**src/rtl/spa_pkg.sv**
```systemverilog
`timescale 1ns / 1ps
// ----------------------------------------------------------------------------
// Sparse polynomial adder package
// Shared term and command word types, kind codes and queue sizing.
// ----------------------------------------------------------------------------
package spa_pkg;

  // Input kind codes
  localparam logic [1:0] KIND_FIRST  = 2'd0;
  localparam logic [1:0] KIND_SECOND = 2'd1;
  localparam logic [1:0] KIND_ADD    = 2'd2;

  // Command queue sizing
  localparam int QUEUE_DEPTH = 4;
  localparam int QPTR_W      = $clog2(QUEUE_DEPTH);
  localparam int QCNT_W      = $clog2(QUEUE_DEPTH + 1);

  typedef enum logic [1:0] {
    OP_LOAD_FIRST,
    OP_LOAD_SECOND,
    OP_ADD
  } op_t;

  typedef struct packed {
    logic signed [31:0] coeff;
    logic [15:0]        power;
  } term_t;

  typedef struct packed {
    op_t   op;
    term_t term;
  } cmd_t;

  typedef enum logic {
    ST_IDLE,
    ST_MERGE
  } state_t;

endpackage

```
**src/rtl/spa_front.sv**
```systemverilog
`timescale 1ns / 1ps
// ----------------------------------------------------------------------------
// Sparse polynomial adder front end
// Accepts input words, decodes the kind into a command and holds it in a
// one-word stage until the command queue takes it. Unused kinds are dropped.
// ----------------------------------------------------------------------------
module spa_front (
  input  logic          clk,
  input  logic          rst,
  input  logic          in_valid,
  output logic          in_stall,
  input  logic [1:0]    kind,
  input  logic [31:0]   coeff,
  input  logic [15:0]   power,
  output logic          push,
  output spa_pkg::cmd_t push_cmd,
  input  logic          q_full
);
  import spa_pkg::*;

  logic hold_valid;
  cmd_t hold;
  cmd_t decoded;
  logic keep;
  logic accept;

  // Decode the kind of the incoming word
  always_comb begin
    decoded.term.coeff = coeff;
    decoded.term.power = power;
    decoded.op         = OP_ADD;
    keep               = 1'b1;
    case (kind)
      KIND_FIRST:  decoded.op = OP_LOAD_FIRST;
      KIND_SECOND: decoded.op = OP_LOAD_SECOND;
      KIND_ADD:    decoded.op = OP_ADD;
      default:     keep = 1'b0;
    endcase
  end

  assign push     = hold_valid && !q_full;
  assign in_stall = hold_valid && q_full;
  assign accept   = in_valid && !in_stall;
  assign push_cmd = hold;

  // Hold stage: load on accept, release on push
  always_ff @(posedge clk) begin
    if (rst) begin
      hold_valid <= 1'b0;
    end else if (accept) begin
      hold_valid <= keep;
    end else if (push) begin
      hold_valid <= 1'b0;
    end
  end

  always_ff @(posedge clk) begin
    if (accept) begin
      hold <= decoded;
    end
  end

endmodule

```
**src/rtl/spa_queue.sv**
```systemverilog
`timescale 1ns / 1ps
// ----------------------------------------------------------------------------
// Sparse polynomial adder command queue
// Small FIFO between the front end and the merge engine.
// ----------------------------------------------------------------------------
module spa_queue (
  input  logic          clk,
  input  logic          rst,
  input  logic          push,
  input  spa_pkg::cmd_t push_cmd,
  output logic          full,
  input  logic          pop,
  output logic          head_valid,
  output spa_pkg::cmd_t head
);
  import spa_pkg::*;

  cmd_t              slots [QUEUE_DEPTH];
  logic [QPTR_W-1:0] wr_ptr;
  logic [QPTR_W-1:0] rd_ptr;
  logic [QCNT_W-1:0] count;

  assign full       = count == QCNT_W'(QUEUE_DEPTH);
  assign head_valid = count != '0;
  assign head       = slots[rd_ptr];

  // Advance pointers and occupancy
  always_ff @(posedge clk) begin
    if (rst) begin
      wr_ptr <= '0;
      rd_ptr <= '0;
      count  <= '0;
    end else begin
      if (push) begin
        wr_ptr <= (wr_ptr == QPTR_W'(QUEUE_DEPTH - 1)) ? '0 : wr_ptr + 1'b1;
      end
      if (pop) begin
        rd_ptr <= (rd_ptr == QPTR_W'(QUEUE_DEPTH - 1)) ? '0 : rd_ptr + 1'b1;
      end
      if (push && !pop) begin
        count <= count + 1'b1;
      end else if (pop && !push) begin
        count <= count - 1'b1;
      end
    end
  end

  always_ff @(posedge clk) begin
    if (push) begin
      slots[wr_ptr] <= push_cmd;
    end
  end

endmodule

```
**src/rtl/spa_back.sv**
```systemverilog
`timescale 1ns / 1ps
// ----------------------------------------------------------------------------
// Sparse polynomial adder merge engine
// Executes queued commands: loads terms into the two stores; an add merges
// both stores in sorted order, one result word per cycle unless stalled.
// ----------------------------------------------------------------------------
module spa_back #(
  parameter int MAX_TERMS = 32
) (
  input  logic               clk,
  input  logic               rst,
  input  logic               q_valid,
  input  spa_pkg::cmd_t      q_cmd,
  output logic               pop,
  output logic               out_valid,
  input  logic               out_stall,
  output logic signed [32:0] sum_coeff,
  output logic [15:0]        sum_power,
  output logic               last,
  output logic               truncated,
  output logic               empty_res
);
  import spa_pkg::*;

  localparam int CNT_W = $clog2(MAX_TERMS + 1);
  localparam int IDX_W = (MAX_TERMS > 1) ? $clog2(MAX_TERMS) : 1;

  term_t             first_terms  [MAX_TERMS];
  term_t             second_terms [MAX_TERMS];
  logic [CNT_W-1:0]  first_count;
  logic [CNT_W-1:0]  second_count;
  logic              dropped_flag;
  logic [CNT_W-1:0]  i_pos;
  logic [CNT_W-1:0]  j_pos;
  state_t            state;
  state_t            state_next;

  logic              slot_free;
  logic              both_empty;
  logic              do_load;
  logic              do_add;
  logic              do_step;
  logic              emit_empty;
  term_t             a_term;
  term_t             b_term;
  logic              a_ok;
  logic              b_ok;
  logic              take_a;
  logic              take_b;
  logic              take_both;
  logic [CNT_W-1:0]  i_next;
  logic [CNT_W-1:0]  j_next;
  logic              step_last;
  logic signed [32:0] step_coeff;
  logic [15:0]       step_power;

  assign slot_free  = !out_valid || !out_stall;
  assign both_empty = (first_count == '0) && (second_count == '0);

  // Heads of both lists
  assign a_term    = first_terms[i_pos[IDX_W-1:0]];
  assign b_term    = second_terms[j_pos[IDX_W-1:0]];
  assign a_ok      = i_pos < first_count;
  assign b_ok      = j_pos < second_count;
  assign take_both = a_ok && b_ok && (a_term.power == b_term.power);
  assign take_a    = a_ok && (!b_ok || (a_term.power > b_term.power));
  assign take_b    = b_ok && (!a_ok || (a_term.power < b_term.power));
  assign i_next    = (take_a || take_both) ? i_pos + 1'b1 : i_pos;
  assign j_next    = (take_b || take_both) ? j_pos + 1'b1 : j_pos;
  assign step_last = !((i_next < first_count) || (j_next < second_count));

  // Select or sum the merged term
  always_comb begin
    if (take_both) begin
      step_coeff = {a_term.coeff[31], a_term.coeff} + {b_term.coeff[31], b_term.coeff};
      step_power = a_term.power;
    end else if (take_a) begin
      step_coeff = {a_term.coeff[31], a_term.coeff};
      step_power = a_term.power;
    end else begin
      step_coeff = {b_term.coeff[31], b_term.coeff};
      step_power = b_term.power;
    end
  end

  // Next state
  always_comb begin
    state_next = state;
    case (state)
      ST_IDLE: begin
        if (q_valid && (q_cmd.op == OP_ADD) && slot_free && !both_empty) begin
          state_next = ST_MERGE;
        end
      end
      ST_MERGE: begin
        if (slot_free && step_last) begin
          state_next = ST_IDLE;
        end
      end
      default: state_next = ST_IDLE;
    endcase
  end

  // Control outputs of the sequencer
  always_comb begin
    do_load = 1'b0;
    do_add  = 1'b0;
    do_step = 1'b0;
    case (state)
      ST_IDLE: begin
        do_load = q_valid && (q_cmd.op != OP_ADD);
        do_add  = q_valid && (q_cmd.op == OP_ADD) && slot_free;
      end
      ST_MERGE: begin
        do_step = slot_free;
      end
      default: ;
    endcase
  end

  assign pop        = do_load || do_add;
  assign emit_empty = do_add && both_empty;

  always_ff @(posedge clk) begin
    if (rst) begin
      state <= ST_IDLE;
    end else begin
      state <= state_next;
    end
  end

  // Store counts, drop flag and merge positions
  always_ff @(posedge clk) begin
    if (rst) begin
      first_count  <= '0;
      second_count <= '0;
      dropped_flag <= 1'b0;
      i_pos        <= '0;
      j_pos        <= '0;
    end else begin
      if (do_load) begin
        if (q_cmd.op == OP_LOAD_FIRST) begin
          if (first_count < CNT_W'(MAX_TERMS)) begin
            first_count <= first_count + 1'b1;
          end else begin
            dropped_flag <= 1'b1;
          end
        end else begin
          if (second_count < CNT_W'(MAX_TERMS)) begin
            second_count <= second_count + 1'b1;
          end else begin
            dropped_flag <= 1'b1;
          end
        end
      end
      if (do_add) begin
        i_pos <= '0;
        j_pos <= '0;
      end
      if (emit_empty) begin
        dropped_flag <= 1'b0;
      end
      if (do_step) begin
        i_pos <= i_next;
        j_pos <= j_next;
        if (step_last) begin
          first_count  <= '0;
          second_count <= '0;
          dropped_flag <= 1'b0;
        end
      end
    end
  end

  // Write terms into the stores
  always_ff @(posedge clk) begin
    if (do_load && (q_cmd.op == OP_LOAD_FIRST) && (first_count < CNT_W'(MAX_TERMS))) begin
      first_terms[first_count[IDX_W-1:0]] <= q_cmd.term;
    end
    if (do_load && (q_cmd.op == OP_LOAD_SECOND) && (second_count < CNT_W'(MAX_TERMS))) begin
      second_terms[second_count[IDX_W-1:0]] <= q_cmd.term;
    end
  end

  // Output register: fill on emit, drain when taken
  always_ff @(posedge clk) begin
    if (rst) begin
      out_valid <= 1'b0;
    end else if (emit_empty || do_step) begin
      out_valid <= 1'b1;
    end else if (!out_stall) begin
      out_valid <= 1'b0;
    end
  end

  always_ff @(posedge clk) begin
    if (emit_empty) begin
      sum_coeff <= '0;
      sum_power <= '0;
      last      <= 1'b1;
      truncated <= dropped_flag;
      empty_res <= 1'b1;
    end else if (do_step) begin
      sum_coeff <= step_coeff;
      sum_power <= step_power;
      last      <= step_last;
      truncated <= dropped_flag;
      empty_res <= 1'b0;
    end
  end

endmodule

```
**src/rtl/sparse_polynomial_add_unit.sv**
```systemverilog
`timescale 1ns / 1ps
// Path: a word is registered in the front hold stage, then in a queue slot;
// a load then writes its store as it is popped. An add of two empty stores
// registers its empty-result word as it is popped; any other add enters the
// merge state, and each merge step registers one result term.
// Loads run one per cycle while idle; an output stall holds the merge.
// Reset: synchronous; clears the queue, counts, drop flag and valid bits.
// ----------------------------------------------------------------------------
// Sparse polynomial add unit
// Loads two sparse polynomials term by term and merges them on command.
// ----------------------------------------------------------------------------
module sparse_polynomial_add_unit #(
  parameter int MAX_TERMS = 32
) (
  input  logic               clk,
  input  logic               rst,
  input  logic               in_valid,
  output logic               in_stall,
  input  logic [1:0]         kind,
  input  logic signed [31:0] coeff,
  input  logic [15:0]        power,
  output logic               out_valid,
  input  logic               out_stall,
  output logic signed [32:0] sum_coeff,
  output logic [15:0]        sum_power,
  output logic               last,
  output logic               truncated,
  output logic               empty_res
);
  import spa_pkg::*;

  logic push;
  cmd_t push_cmd;
  logic q_full;
  logic pop;
  logic q_valid;
  cmd_t q_cmd;

  // Decode and hold incoming words
  spa_front u_front (
    .clk      (clk),
    .rst      (rst),
    .in_valid (in_valid),
    .in_stall (in_stall),
    .kind     (kind),
    .coeff    (coeff),
    .power    (power),
    .push     (push),
    .push_cmd (push_cmd),
    .q_full   (q_full)
  );

  // Decouple front end from merge engine
  spa_queue u_queue (
    .clk        (clk),
    .rst        (rst),
    .push       (push),
    .push_cmd   (push_cmd),
    .full       (q_full),
    .pop        (pop),
    .head_valid (q_valid),
    .head       (q_cmd)
  );

  // Execute loads and merges
  spa_back #(
    .MAX_TERMS (MAX_TERMS)
  ) u_back (
    .clk       (clk),
    .rst       (rst),
    .q_valid   (q_valid),
    .q_cmd     (q_cmd),
    .pop       (pop),
    .out_valid (out_valid),
    .out_stall (out_stall),
    .sum_coeff (sum_coeff),
    .sum_power (sum_power),
    .last      (last),
    .truncated (truncated),
    .empty_res (empty_res)
  );

`ifndef SYNTHESIS
  a_no_push_full: assert property (@(posedge clk) disable iff (rst) !(push && q_full))
    else $error("command pushed into full queue");
  a_no_pop_empty: assert property (@(posedge clk) disable iff (rst) !(pop && !q_valid))
    else $error("command popped from empty queue");
  a_empty_form: assert property (@(posedge clk) disable iff (rst)
    (out_valid && empty_res) |-> (last && (sum_coeff == '0) && (sum_power == '0)))
    else $error("empty result word malformed");
  a_reset_clear: assert property (@(posedge clk) rst |=> !out_valid)
    else $error("result valid after reset");
`endif

endmodule

```
**config.mk**
```make
export PLATFORM = sky130hd
export DESIGN_NAME = sparse_polynomial_add_unit
export DESIGN_NICKNAME = d
export VERILOG_FILES = /design/src/rtl/spa_pkg.sv /design/src/rtl/spa_front.sv /design/src/rtl/spa_queue.sv /design/src/rtl/spa_back.sv /design/src/rtl/sparse_polynomial_add_unit.sv
export SDC_FILE = /design/constraint.sdc
export NUM_CORES = 2
export LEC_CHECK = 0
export BUFFER_PORTS_ARGS = -buffer_cell sky130_fd_sc_hd__clkbuf_2
export CAP_MARGIN = 10
export CORE_UTILIZATION = 30
export CTS_BUF_LIST = sky130_fd_sc_hd__clkbuf_16
export CTS_CLUSTER_DIAMETER = 100
export CTS_CLUSTER_SIZE = 20
export DETAILED_ROUTE_END_ITERATION = 10
export HOLD_SLACK_MARGIN = 0.12
export PLACE_DENSITY_LB_ADDON = 0.2
export SYNTH_ARGS = -nofsm -noshare
export SYNTH_HDL_FRONTEND = slang
export SYNTH_SLANG_ARGS = --single-unit
export TNS_END_PERCENT = 50
```
**constraint.sdc**
```tcl
create_clock -name clk -period 5.65 [get_ports clk]
set_clock_uncertainty 0.2 [all_clocks]
set_input_delay 0.8475 -clock clk [delete_from_list [all_inputs] [get_ports clk]]
set_output_delay 0.8475 -clock clk [all_outputs]
set_load 0.02 [all_outputs]
```
==> flow_metrics.env <==
export IMPL_cp_required_ns=6.27
export IMPL_fmax_mhz=183
export IMPL_dieArea_sq_um=444000
export IMPL_fin_area_sq_um=151000
export IMPL_antenna_found_initial=12
export IMPL_worstSetupStartpointType="flip-flop"
export IMPL_netlist_instances=5727
export IMPL_crit_path_frequent_cell="buf_4"
export IMPL_holdCritPathClass="reg2reg"
export IMPL_hold_viol_final=0
export IMPL_synth_warnings=0
export IMPL_drive_gt1_frac=0.321
export IMPL_synthToLayoutAreaGrowth_pct=14.3
export IMPL_maxCapViolCount=0
export IMPL_first_pass_iters=5
export IMPL_reg2reg_depth=19
export IMPL_ys_ff_latch=3421
export IMPL_grt_max_degree=65
export IMPL_rsz0062_at_grt="yes"
export IMPL_syn_cell_area_sq_um=132000
export IMPL_drcViolationCount=0
export IMPL_switching_share=0.277
export IMPL_die_h_microns=666
export IMPL_cp_max_fo=16
export IMPL_worst_pin_slew_ns=1.26
export IMPL_grt_overflow=0
export IMPL_synth_area_mux_share=0.180
export IMPL_io_buffer_count=107
export IMPL_hold_slack_ns=0.252
export IMPL_synth_xor_area_share=0.00278
export IMPL_ys_flop_type="edfxtp_1"
export IMPL_synth_compound_area_share=0.0161
export IMPL_cts_root_buffer="clkbuf_16"
export IMPL_end_kind="flip-flop"
export IMPL_gp_congestion=0.814
export IMPL_via_per_inst=5.06
export IMPL_hold_depth=0
export IMPL_period_share=0.965
export IMPL_grt_first_pass_wirelength_mm=515
export IMPL_power_leakage_nw=45.0
export IMPL_routedWlPerCell_microns=30.2
export IMPL_async_reset_ff_frac=0
export IMPL_cpPeakStageDelay_ns=0.54
export IMPL_synthAdderAreaFrac=0.00824
export IMPL_grt_pass1_vias=64200
export IMPL_relSlewSlack=0.155
export IMPL_synth_top_family_by_area="multiplexers"
export IMPL_pwr_share_seq=0.561
export IMPL_vias=62300
export IMPL_drtIter0Drc=5842
export IMPL_clkPwrFrac=0.258
export IMPL_placed_cells=11900
export IMPL_fin_tns_setup_ns=0
export IMPL_start_util=0.302
export IMPL_fp_dieW_microns=666
export IMPL_tritoncts="done"
export IMPL_clkLatencyLatePin_ns=0.94
export IMPL_grt_usage=0.164
export IMPL_ys_seq_area_frac=0.769
export IMPL_numCtsBuffers=197
export IMPL_core_area_sq_um=439000
export IMPL_cpMaxStageDelayCell="mux4_2"
export IMPL_powerDensity_nw_per_um2=379
export IMPL_fin_nets=6456
export IMPL_switching_power_mw=15.9
export IMPL_place_hpwl_mm=210
export IMPL_crit_buf_inv=7
export IMPL_htree_levels=4
export IMPL_fin_util=0.345
export IMPL_wl_mm=372
export IMPL_finalCriticalPeriod_ns=5.46
export IMPL_p_int_mw=41.4
export IMPL_clkTransAtPathRegs_ns=0.09
export IMPL_synth_edf_count=3323
export IMPL_cp_depth=19
export IMPL_combPwrFrac=0.180
export IMPL_syn_area_per_cell_sq_um=23.1
export IMPL_critical_path_top_delay_family="buffers and inverters"
export IMPL_path_cells="buf_16 -> buf_12 -> buf_4 -> mux4_2 -> mux4_2 -> mux2_2 -> ha_1 -> buf_4 -> a211o_1 -> a211oi_1 -> buf_4 -> o21ba_2 -> buf_4 -> a211oi_1 -> o21ai_0 -> buf_4 -> a21oi_1 -> xnor2_1 -> o21ai_1"
export IMPL_setup_violations=0
export IMPL_rows=243
export IMPL_io_pins=108
export IMPL_critical_path_arrival_ns=6.07
export IMPL_setup_worst_path_class="reg2reg"
export IMPL_place_area_sq_um=144000
export IMPL_synth_distinct_cells=70
export IMPL_status="completed"
export IMPL_filler_cell_count=40400
export IMPL_ant_nets=0
export IMPL_slew_viol_final=0
export IMPL_ir_drop_v=0.000277
export IMPL_clock_path_buffers=4
export IMPL_synthSimpleGateAreaFrac=0.0136
export IMPL_cts_sinks=3421
export IMPL_instances_no_fill=12300
export IMPL_synth_fp_nets=5867
[registers in the layout, indices dropped and copies added (netlist names), 2 cells and up, named ones only]
| register | count |
|---|---|
| u_back.second_count | 6 |
| u_queue.slots | 200 |
| u_back.sum_coeff | 33 |
| u_queue.count | 3 |
| u_back.j_pos | 6 |
| u_back.sum_power | 16 |
| u_queue.wr_ptr | 2 |
| u_back.second_terms | 1536 |
| u_queue.rd_ptr | 2 |
| u_back.first_terms | 1536 |
| u_front.push_cmd | 50 |
| u_back.i_pos | 6 |
| u_back.first_count | 6 |
[per-stage QoR]
stage / setup slack (ns) / total power, mW
final: 0.195 / 57.3
after global routing: -0.0107 / 59.4
after CTS: 0.00158 / 57.9
after detailed placement: -0.168 / 43.0
after global placement: -0.282 / 42.7
after floorplan: 0.00833 / 37.8
[cells in the final DEF, fill, tap and decap left out, drive strengths merged, types with 14 or more instances in the layout]
cell and count:
dfxtp 98, nor3 17, a211oi 23, edfxtp 3323, mux2i 55, o21a 14, nand2b 25, xnor2 30
ha 84, a21oi 103, o211ai 16, nor2 151, mux2 97, nand3 36, mux4 986, dlygate4sd3 52
clkinv 15, nand2 85, clkbuf 308, nand4 18, inv 112, a21o 15, buf 511, o21ai 93
[metal layers]
| metal | routed length (microns) | track usage |
|---|---|---|
| met5 | 17 | 0 |
| met3 | 18400 | 0.0221 |
| met1 | 164000 | 0.231 |
| met4 | 8820 | 0.0389 |
| met2 | 180000 | 0.270 |
[power groups by stage]
stage	Sequential, mW	Clock [mW]	Combinational, mW
2_1_floorplan	32.6	0	5.13
3_3_place_gp	32.7	0	9.98
3_5_place_dp	32.8	0	10.3
4_1_cts	32.2	15.3	10.4
5_1_grt	32.2	16.0	11.2
6_report	32.2	14.8	10.3
[cell families after synthesis]
logic type                 Yosys count
AOI/OAI and AO/OA                  341
xor gates and xnor gates            42
adders and majority gates           86
buffers and inverters              312
DFF                               3421
muxes                             1138
and+or+nand+nor                    387
[area by class of cell]
| cell class | count | area (sq um) | area share |
|---|---|---|---|
| sequential | 3421 | 102000 | 0.673 |
| inverter | 29 | 109 | 0.000719 |
| multi-input combinational | 1994 | 30100 | 0.199 |
| tap | 5880 | 7360 | 0.0486 |
| timing repair buffer | 673 | 6420 | 0.0424 |
| antenna | 4 | 10.0 | 0.0000661 |
| clock buffer | 198 | 4950 | 0.0327 |
| clock inverter | 99 | 617 | 0.00408 |
[Yosys cell counts (23+ instances only)]
cell,number,area share
xnor2_1,30,0.0020
edfxtp_1,3323,0.75
nor2_1,151,0.0043
a211oi_1,23,0.0013
inv_1,29,0.00082
mux2i_1,55,0.0042
nand2_1,85,0.0024
clkbuf_1,131,0.0037
buf_2,81,0.0031
nand2b_1,25,0.0012
mux4_2,986,0.17
mux2_2,96,0.0082
buf_1,44,0.0012
dfxtp_1,98,0.015
a21oi_1,103,0.0039
ha_1,84,0.0079
nand3_1,36,0.0014
o21ai_0,85,0.0032
[worst reg2reg max path, cell delays in order, from the launching register on]
cell and delay, ns:
dfxtp_4 0.44, buf_16 0.22, buf_12 0.22, buf_4 0.33, mux4_2 0.55, mux4_2 0.53
mux2_2 0.32, ha_1 0.26, buf_4 0.16, a211o_1 0.28, a211oi_1 0.24, buf_4 0.15
o21ba_2 0.21, buf_4 0.18, a211oi_1 0.09, o21ai_0 0.41, buf_4 0.21, a21oi_1 0.10
xnor2_1 0.16, o21ai_1 0.08
[path summary, 6_finish.rpt]
path                                        endpoint                 from  slack, ns
worst min-delay path                u_back.truncated  u_back.dropped_flag       0.25
worst max-delay path            u_back.sum_coeff[29]            flip-flop       0.19
worst max register to register  u_back.sum_coeff[29]            flip-flop       0.19
worst min register to register      u_back.truncated  u_back.dropped_flag       0.25
[what timing repair did]
item                                    in CTS  in global routing
resized for setup                           41                 54
pin swaps                                    9                 21
hold endpoints to repair                    51                  0
endpoints found under the setup margin      17                 21
cloned                                       9                  4
buffers inserted                            18                 18
hold buffers                                52                  0
Power figures use the tool's default switching activity.
